===== src/design/swsm_pkg.sv =====
// Package for the sliding window similarity matcher.
// Holds configuration register indexes and fixed field widths.
// No dependencies.
package swsm_pkg;

    // Configuration register indexes
    typedef enum logic [2:0] {
        REG_PAT_0_7   = 3'd0,
        REG_PAT_8_15  = 3'd1,
        REG_PAT_16_23 = 3'd2,
        REG_PAT_24_31 = 3'd3,
        REG_LENGTH    = 3'd4,
        REG_PERCENT   = 3'd5
    } t_reg_idx;

    localparam int CHAR_W     = 8;
    localparam int SEQ_W      = 8;
    localparam int POS_W      = 32;
    localparam int CNT_OUT_W  = 6;
    localparam int LEN_REG_W  = 6;
    localparam int PCT_W      = 7;
    localparam int CFG_DATA_W = 64;
    localparam int CFG_IDX_W  = 3;
    localparam int PAT_REGS   = 4;
    localparam int PAT_CHARS  = 32;

    // Similarity percentage scale
    localparam int PCT_SCALE  = 100;

    localparam logic [PCT_W-1:0]     PCT_RESET = PCT_W'(100);
    localparam logic [LEN_REG_W-1:0] LEN_RESET = LEN_REG_W'(1);

endpackage


===== src/design/swsm_score.sv =====
// Match counter for the similarity matcher: compares each window slot with
// its aligned pattern character and counts the equal, enabled positions.
// Depends on swsm_pkg.
module swsm_score #(
    parameter int PATTERN_MAX = 32
) (
    input  logic [PATTERN_MAX-1:0][swsm_pkg::CHAR_W-1:0] i_window,
    input  logic [PATTERN_MAX-1:0][swsm_pkg::CHAR_W-1:0] i_pattern,
    input  logic [PATTERN_MAX-1:0]                       i_mask,
    output logic [$clog2(PATTERN_MAX+1)-1:0]             o_count
);
    import swsm_pkg::*;

    localparam int CW = $clog2(PATTERN_MAX + 1);

    logic [PATTERN_MAX-1:0] eq;

    // Per-slot compare
    always_comb begin
        for (int j = 0; j < PATTERN_MAX; j++) begin
            eq[j] = i_mask[j] && (i_window[j] == i_pattern[j]);
        end
    end

    // Population count of the equal slots
    always_comb begin
        o_count = '0;
        for (int j = 0; j < PATTERN_MAX; j++) begin
            o_count = o_count + CW'(eq[j]);
        end
    end

endmodule


===== src/design/sliding_window_similarity_match.sv =====
// Sliding window similarity matcher, top level.
// Uses swsm_pkg and swsm_score.
//
// Usage: characters enter on the in channel (i_in_valid / o_in_ready) with a
// sequence number and a start mark. The last PATTERN_MAX characters are kept
// in a shift register. For each character that completes a full window of the
// configured length, the newest characters are compared with the pattern and
// a hit (sequence number, start position, match count) is sent on the out
// channel (o_out_valid / i_out_ready) when count*100 >= percent*length.
// Configuration registers are written through i_cfg_valid / o_cfg_ready,
// which is always ready; write only while the block is idle.
// Throughput: one character per cycle while no hit is held back by a stall.
// A hit goes from the window shift register, loaded when its character is
// accepted, through compare, popcount and threshold test to the output register.
// Aligned pattern, mask and threshold are rebuilt from the configuration
// registers every cycle and registered; the compare uses the registered copies.
// Reset clears the window fill, position, sequence number and pipeline
// valids and restores the configuration defaults (length 1, percent 100).
// When the receiver stalls, the hit waits in the output register; characters
// that do not hit keep flowing, and the next hit is held at the scoring stage
// with o_in_ready low until the output register frees.
module sliding_window_similarity_match #(
    parameter int PATTERN_MAX = 32
) (
    input  logic                              i_clk,
    input  logic                              i_rst_n,
    // character input
    input  logic                              i_in_valid,
    output logic                              o_in_ready,
    input  logic [swsm_pkg::CHAR_W-1:0]       i_base_char,
    input  logic                              i_sequence_start,
    input  logic [swsm_pkg::SEQ_W-1:0]        i_sequence_id,
    // hit output
    output logic                              o_out_valid,
    input  logic                              i_out_ready,
    output logic [swsm_pkg::SEQ_W-1:0]        o_hit_sequence_id,
    output logic [swsm_pkg::POS_W-1:0]        o_hit_position,
    output logic [swsm_pkg::CNT_OUT_W-1:0]    o_match_count,
    // configuration writes
    input  logic                              i_cfg_valid,
    output logic                              o_cfg_ready,
    input  logic [swsm_pkg::CFG_IDX_W-1:0]    i_cfg_index,
    input  logic [swsm_pkg::CFG_DATA_W-1:0]   i_cfg_data
);
    import swsm_pkg::*;

    localparam int LW  = $clog2(PATTERN_MAX + 1);
    localparam int PW  = PATTERN_MAX * CHAR_W;
    localparam int MW  = LW + PCT_W + 1;
    localparam logic [LW-1:0] LEN_MAX = LW'(PATTERN_MAX);

    // Configuration registers
    logic [PAT_REGS-1:0][CFG_DATA_W-1:0] r_pat;
    logic [LEN_REG_W-1:0]                r_len_cfg;
    logic [PCT_W-1:0]                    r_pct;

    // Derived configuration
    logic [LW-1:0]                             n_len, r_len;
    logic [MW-1:0]                             n_thresh, r_thresh;
    logic [PATTERN_MAX-1:0][CHAR_W-1:0]        pat_vec;
    logic [PW-1:0]                             n_apat;
    logic [PATTERN_MAX-1:0][CHAR_W-1:0]        r_apat;
    logic [PATTERN_MAX-1:0]                    n_mask, r_mask;
    logic [LW-1:0]                             shift_amt;

    // Stream state
    logic [PATTERN_MAX-1:0][CHAR_W-1:0] r_win, n_win;
    logic [LW-1:0]                      r_fill, n_fill;
    logic [POS_W-1:0]                   r_pos, n_pos;
    logic [SEQ_W-1:0]                   r_seq, n_seq;
    logic                               r_s1_valid;

    // Scoring stage
    logic [LW-1:0]    count;
    logic [MW-1:0]    scaled;
    logic             full, hit, out_free, s1_adv, in_acc;
    logic [POS_W-1:0] pos_out;

    // Output register
    logic                 r_out_valid;
    logic [SEQ_W-1:0]     r_out_seq;
    logic [POS_W-1:0]     r_out_pos;
    logic [CNT_OUT_W-1:0] r_out_cnt;

    assign o_cfg_ready = 1'b1;

    // Configuration writes
    always_ff @(posedge i_clk) begin
        if (!i_rst_n) begin
            r_pat     <= '0;
            r_len_cfg <= LEN_RESET;
            r_pct     <= PCT_RESET;
        end else if (i_cfg_valid) begin
            case (t_reg_idx'(i_cfg_index))
                REG_PAT_0_7:   r_pat[0]  <= i_cfg_data;
                REG_PAT_8_15:  r_pat[1]  <= i_cfg_data;
                REG_PAT_16_23: r_pat[2]  <= i_cfg_data;
                REG_PAT_24_31: r_pat[3]  <= i_cfg_data;
                REG_LENGTH:    r_len_cfg <= i_cfg_data[LEN_REG_W-1:0];
                REG_PERCENT:   r_pct     <= i_cfg_data[PCT_W-1:0];
                default: ;
            endcase
        end
    end

    // Effective length: zero acts as one, clamp at PATTERN_MAX
    always_comb begin
        if (r_len_cfg == '0) begin
            n_len = LW'(1);
        end else if ({1'b0, r_len_cfg} > (LEN_REG_W+1)'(PATTERN_MAX)) begin
            n_len = LEN_MAX;
        end else begin
            n_len = LW'(r_len_cfg);
        end
    end

    assign n_thresh = MW'(r_pct) * MW'(n_len);

    // Pattern characters; those beyond the register file read as zero
    for (genvar k = 0; k < PATTERN_MAX; k++) begin : g_pat
        if (k < PAT_CHARS) begin : g_reg
            assign pat_vec[k] = r_pat[k / 8][(k % 8) * CHAR_W +: CHAR_W];
        end else begin : g_zero
            assign pat_vec[k] = '0;
        end
    end

    // Align pattern char 0 with the oldest slot of the active window
    assign shift_amt = LEN_MAX - n_len;
    assign n_apat    = PW'(pat_vec) << (shift_amt * CHAR_W);
    assign n_mask    = {PATTERN_MAX{1'b1}} << shift_amt;

    always_ff @(posedge i_clk) begin
        r_len    <= n_len;
        r_thresh <= n_thresh;
        r_apat   <= n_apat;
        r_mask   <= n_mask;
    end

    // Handshake
    assign out_free   = !r_out_valid || i_out_ready;
    assign s1_adv     = r_s1_valid && (!hit || out_free);
    assign o_in_ready = !r_s1_valid || s1_adv;
    assign in_acc     = i_in_valid && o_in_ready;

    // Next stream state for an accepted item
    always_comb begin
        for (int j = 0; j < PATTERN_MAX - 1; j++) begin
            n_win[j] = r_win[j+1];
        end
        n_win[PATTERN_MAX-1] = i_base_char;
        if (i_sequence_start) begin
            n_fill = LW'(1);
            n_pos  = POS_W'(1);
            n_seq  = i_sequence_id;
        end else begin
            n_fill = (r_fill < LEN_MAX) ? r_fill + LW'(1) : r_fill;
            n_pos  = (r_pos != '1) ? r_pos + POS_W'(1) : r_pos;
            n_seq  = r_seq;
        end
    end

    // Window shift register (no reset: the fill count guards reads)
    always_ff @(posedge i_clk) begin
        if (in_acc) begin
            r_win <= n_win;
        end
    end

    always_ff @(posedge i_clk) begin
        if (!i_rst_n) begin
            r_fill     <= '0;
            r_pos      <= '0;
            r_seq      <= '0;
            r_s1_valid <= 1'b0;
        end else begin
            if (in_acc) begin
                r_fill <= n_fill;
                r_pos  <= n_pos;
                r_seq  <= n_seq;
            end
            if (in_acc) begin
                r_s1_valid <= 1'b1;
            end else if (s1_adv) begin
                r_s1_valid <= 1'b0;
            end
        end
    end

    // Compare and count
    swsm_score #(
        .PATTERN_MAX(PATTERN_MAX)
    ) u_score (
        .i_window  (r_win),
        .i_pattern (r_apat),
        .i_mask    (r_mask),
        .o_count   (count)
    );

    // Threshold test and window start position
    assign scaled  = MW'(count) * MW'(PCT_SCALE);
    assign full    = (r_fill >= r_len);
    assign hit     = full && (scaled >= r_thresh);
    assign pos_out = (r_pos == '1) ? r_pos : r_pos - POS_W'(r_len);

    // Output register
    always_ff @(posedge i_clk) begin
        if (!i_rst_n) begin
            r_out_valid <= 1'b0;
        end else if (out_free) begin
            r_out_valid <= r_s1_valid && hit;
        end
    end

    always_ff @(posedge i_clk) begin
        if (out_free && r_s1_valid && hit) begin
            r_out_seq <= r_seq;
            r_out_pos <= pos_out;
            r_out_cnt <= CNT_OUT_W'(count);
        end
    end

    assign o_out_valid       = r_out_valid;
    assign o_hit_sequence_id = r_out_seq;
    assign o_hit_position    = r_out_pos;
    assign o_match_count     = r_out_cnt;

endmodule


===== config.mk =====
export PLATFORM = sky130hd
export DESIGN_NAME = sliding_window_similarity_match
export DESIGN_NICKNAME = d
export VERILOG_FILES = /design/src/design/swsm_pkg.sv /design/src/design/swsm_score.sv /design/src/design/sliding_window_similarity_match.sv
export SDC_FILE = /design/constraint.sdc
export NUM_CORES = 2
export LEC_CHECK = 0
export ABC_AREA = 1
export BUFFER_PORTS_ARGS = -buffer_cell sky130_fd_sc_hd__clkbuf_2
export CAP_MARGIN = 30
export CORE_UTILIZATION = 62
export CTS_CLUSTER_DIAMETER = 200
export DETAILED_ROUTE_END_ITERATION = 8
export PLACE_DENSITY = 0.82
export SETUP_SLACK_MARGIN = 0.15
export SYNTH_ARGS = -nofsm -noshare
export SYNTH_HDL_FRONTEND = slang
export SYNTH_SLANG_ARGS = --single-unit

===== constraint.sdc =====
create_clock -name i_clk -period 27.3 [get_ports i_clk]
set_input_delay 5.46 -clock i_clk [delete_from_list [all_inputs] [get_ports i_clk]]
set_output_delay 5.46 -clock i_clk [all_outputs]
set_load 0.05 [all_outputs]

==> metrics.csv <==
metric;value;unit
# nets final;6374;
gr usage total;0.455;
Starting Density;0.626;
DRT Pass-1 Iters;8;
fin. max-slew vios;0;
RD Place Congestion;1.10;
drt drc;0;
status;finished, final reports clean;
IO Count;138;
Slew @ Worst Pin;1.08;ns
Max-slew headroom;0.277;
core area;75900;um^2
R2R Setup Slk;15.93;ns
mux cell area share after synthesis;0;
R2R depth;33;
Cells after DPL;7089;
DRT Wirelength;179000;um
CTS tree;built;
worst hold stages;0;
ANT nets after route;0;
Flop pwr share;0.440;
Tightest Hold Check Type;register to register;
worst hold start;r_seq[0];
count of different cell masters after synthesis;45;
post-cts hold buffer count;0;
Psw;1.07;mW
Post-Syn Area;47500;um^2
total CTS buffers;97;
largest family of logic cells by synthesized area;simple AND/OR/NAND/NOR gates;
initial antenna violation count;36;
syn_area_per_cell;7.60;um^2
setup bufs post-CTS;0;
pwr/cell area;68.3;nW/um^2
layout cell share with drive strength beyond 1;0.0621;
die extent in y;279;um
Via Count;46639;
Clock Path Buffers;3;
GRT overflow;0;
arrival time worst endpoint;10.05;ns
Post-DP HPWL;129000;um
Crit Reg-Reg Endpoint;n_win[115];
critical path's slowest cell;fa_1;
adder-cell share of the synthesized area;0.0402;
Clk pwr share;0.394;
final hold vios;0;
largest net degree at the start of global routing;138;
Top cell by count, worst path;fa_1;
peak per-stage delay on the critical path;0.54;ns
GR met3 Demand/Resource;0.138;
DR WL/cell;24.6;um
die extent in x;279;um
Crit Path Category;register to output port;
Min Clock Period, post-route;15.51;ns
compound-gate portion of the synthesized area;0.0680;
Comb pwr share;0.165;
Synth Register Bits;926;
Simple-Gate Fraction of Synth Area;0.333;
Critical Path End Type;output port;
clk sink count;926;
number of buffers inserted by port buffering;136;
Layout fillers;6344;
final cell count without fillers;7288;
via count of the first global-routing pass;41917;
clk root buf;clkbuf_16;
Critical Path RT;21.84;ns
Synth Area in XOR/XNOR;0.0363;
Int Power;2.48;mW
Most Crowded Layer GR;met2;
worst r2r src;n_win[2];
floorplan row count;101;
RSZ-0062 raised after global routing;false;
Syn. warnings;0;
# Max-Cap Violations;0;
skew final;0.0342;ns
htree depth;3;
WHS Endpoint;o_hit_sequence_id[0];
Die ar.;77800;um^2
period utilization;0.568;
worst-path fanout max;12;
instance count of the mapped netlist;6250;
clk_lat worst skew;0.70;ns
global-route wire length before repair;262000;um
Avg Vias per Cell;6.40;
Resized Gates After CTS;0;
Max Freq;0.0645;GHz
synthesis-to-layout area growth;9.26;%
met1 Usage GRT;0.572;
Worst-path clk slew;0.06;ns
Final Setup Violations;0;
Worst Setup Start Kind;register;
sequential fraction of the synthesis area;0.454;
Starting DRT DRC Count;7506;
Switching Share;0.302;
VDD IR max;0.0608;mV
P_leak;22.5;nW
Sum Neg Setup Slack;0;ns
GRT met2 Usage;0.674;
==> registers in the layout (all words and copies together) (netlist names) <==
register           flops
o_hit_sequence_id      8
r_len                  6
r_thresh              13
r_seq                  8
pat_vec              256
o_out_valid            1
r_apat               256
r_fill                 6
r_pos                 32
n_win                248
r_len_cfg              6
r_s1_valid             1
r_mask                32
o_hit_position        32
r_win                  8
r_pct                  7
o_match_count          6
==> metrics by stage <==
stage | util | worst slack, ns | hold slack (ns) | power, mW | instance area (um^2)
floorplan | - | 13.33 | 0.408 | 1.94 | 47500
global placement | 0.637 | 12.81 | 0.410 | 2.13 | 48400
detailed placement | 0.638 | 12.62 | 0.418 | 2.14 | 48500
CTS | 0.683 | 11.78 | 0.411 | 3.51 | 51900
global route | 0.683 | 11.30 | 0.433 | 3.64 | 51900
finish | 0.684 | 11.79 | 0.421 | 3.55 | 51900
==> area by class of cell <==
class                   count  area (um^2)  area share
diodes                     15         37.5    0.000723
inverters                 438         1670      0.0321
flip-flops and latches    926        21600       0.415
well taps                1030         1290      0.0248
clock inverters            36          487     0.00937
repair buffers            186         1130      0.0219
multi-input cells        4511        22800       0.440
clock buffers             146         2920      0.0562
==> power by group through the flow <==
stage | sequential [mW] | combinational [mW] | clock, mW
after floorplan | 1.57 | 0.372 | 0
after global placement | 1.58 | 0.543 | 0
after detailed placement | 1.59 | 0.550 | 0
after CTS | 1.56 | 0.554 | 1.40
after global routing | 1.56 | 0.620 | 1.45
final | 1.56 | 0.586 | 1.40
==> critical path, delay by kind of cell, from the launching register on <==
| kind | cells | cell delay [ns] |
|---|---|---|
| simple gates | 8 | 1.44 |
| fa+ha+maj | 14 | 5.57 |
| compound gates | 3 | 0.58 |
| buf+inv | 3 | 0.56 |
| flops | 1 | 0.40 |
| xor+xnor | 3 | 0.80 |
==> Yosys cell counts, drive strengths merged <==
library cell	instances	area, um^2
nand2	1027	3860
nor3b	2	15.0
clkbuf	212	798
nand3	1608	8060
xnor2	39	342
a221oi	9	78.8
nor2	799	3010
ha	79	988
o21ai	382	1910
o211ai	4	30.0
buf	164	823
nand4	37	231
or2	29	181
nor4	29	181
o21bai	1	7.51
a211oi	9	67.6
o22ai	25	156
dfxtp	624	12500
a31oi	3	18.8
nor3	23	115
a21oi	150	751
nand3b	7	52.6
a22o	18	158
xor2	158	1380
inv	438	1640
and2	17	106
a2111oi	3	26.3
and3	2	12.5
conb	1	3.75
fa	46	921
a41oi	1	8.76
a21o	2	15.0
edfxtp	302	9070
==> routing by layer <==
layer	share of wire	routed length (um)
met5	0.0011	200
met1	0.36	64500
met3	0.13	24100
met4	0.082	14800
met2	0.42	75400
==> cell usage in the layout, fill, tap and decap left out, types with 13 or more instances in the layout <==
cell	netlist	final
nand3_1	1606	1604
nand2_1	1023	1021
nor2_1	796	792
dfxtp_1	624	624
inv_1	430	426
o21ai_0	332	332
edfxtp_1	302	302
xor2_1	158	157
a21oi_1	150	150
clkbuf_2	2	135
clkbuf_16	0	101
ha_1	79	77
o21ai_1	50	50
fa_1	46	46
buf_4	17	44
xnor2_1	39	39
nand4_1	37	37
nor4_1	29	29
o22ai_1	25	25
clkbuf_1	210	23
clkbuf_8	0	23
nor3_1	23	22
a22o_1	18	18
and2_1	17	17
diode_2	0	15
or2_2	14	14
or2_1	13	13
==> cell families after synthesis <==
group | Yosys count
DFF | 926
buffers and inverters | 814
xor gates and xnor gates | 197
other | 1
AOI/OAI and AO/OA | 607
adders and majority gates | 125
and+or+nand+nor | 3580
==> worst max-delay path by stage <==
stage / start / cells past startpoint / slack [ns] / to
after floorplan: n_win[109] / 33 / 13.33 / n_win[0]
after global placement: n_win[109] / 31 / 12.81 / o_in_ready
after detailed placement: n_win[2] / 31 / 12.62 / o_in_ready
after CTS: n_win[2] / 31 / 11.78 / o_in_ready
after global routing: n_win[175] / 30 / 11.30 / o_in_ready
final: n_win[2] / 31 / 11.79 / o_in_ready
(Power assumes the default switching activity.)
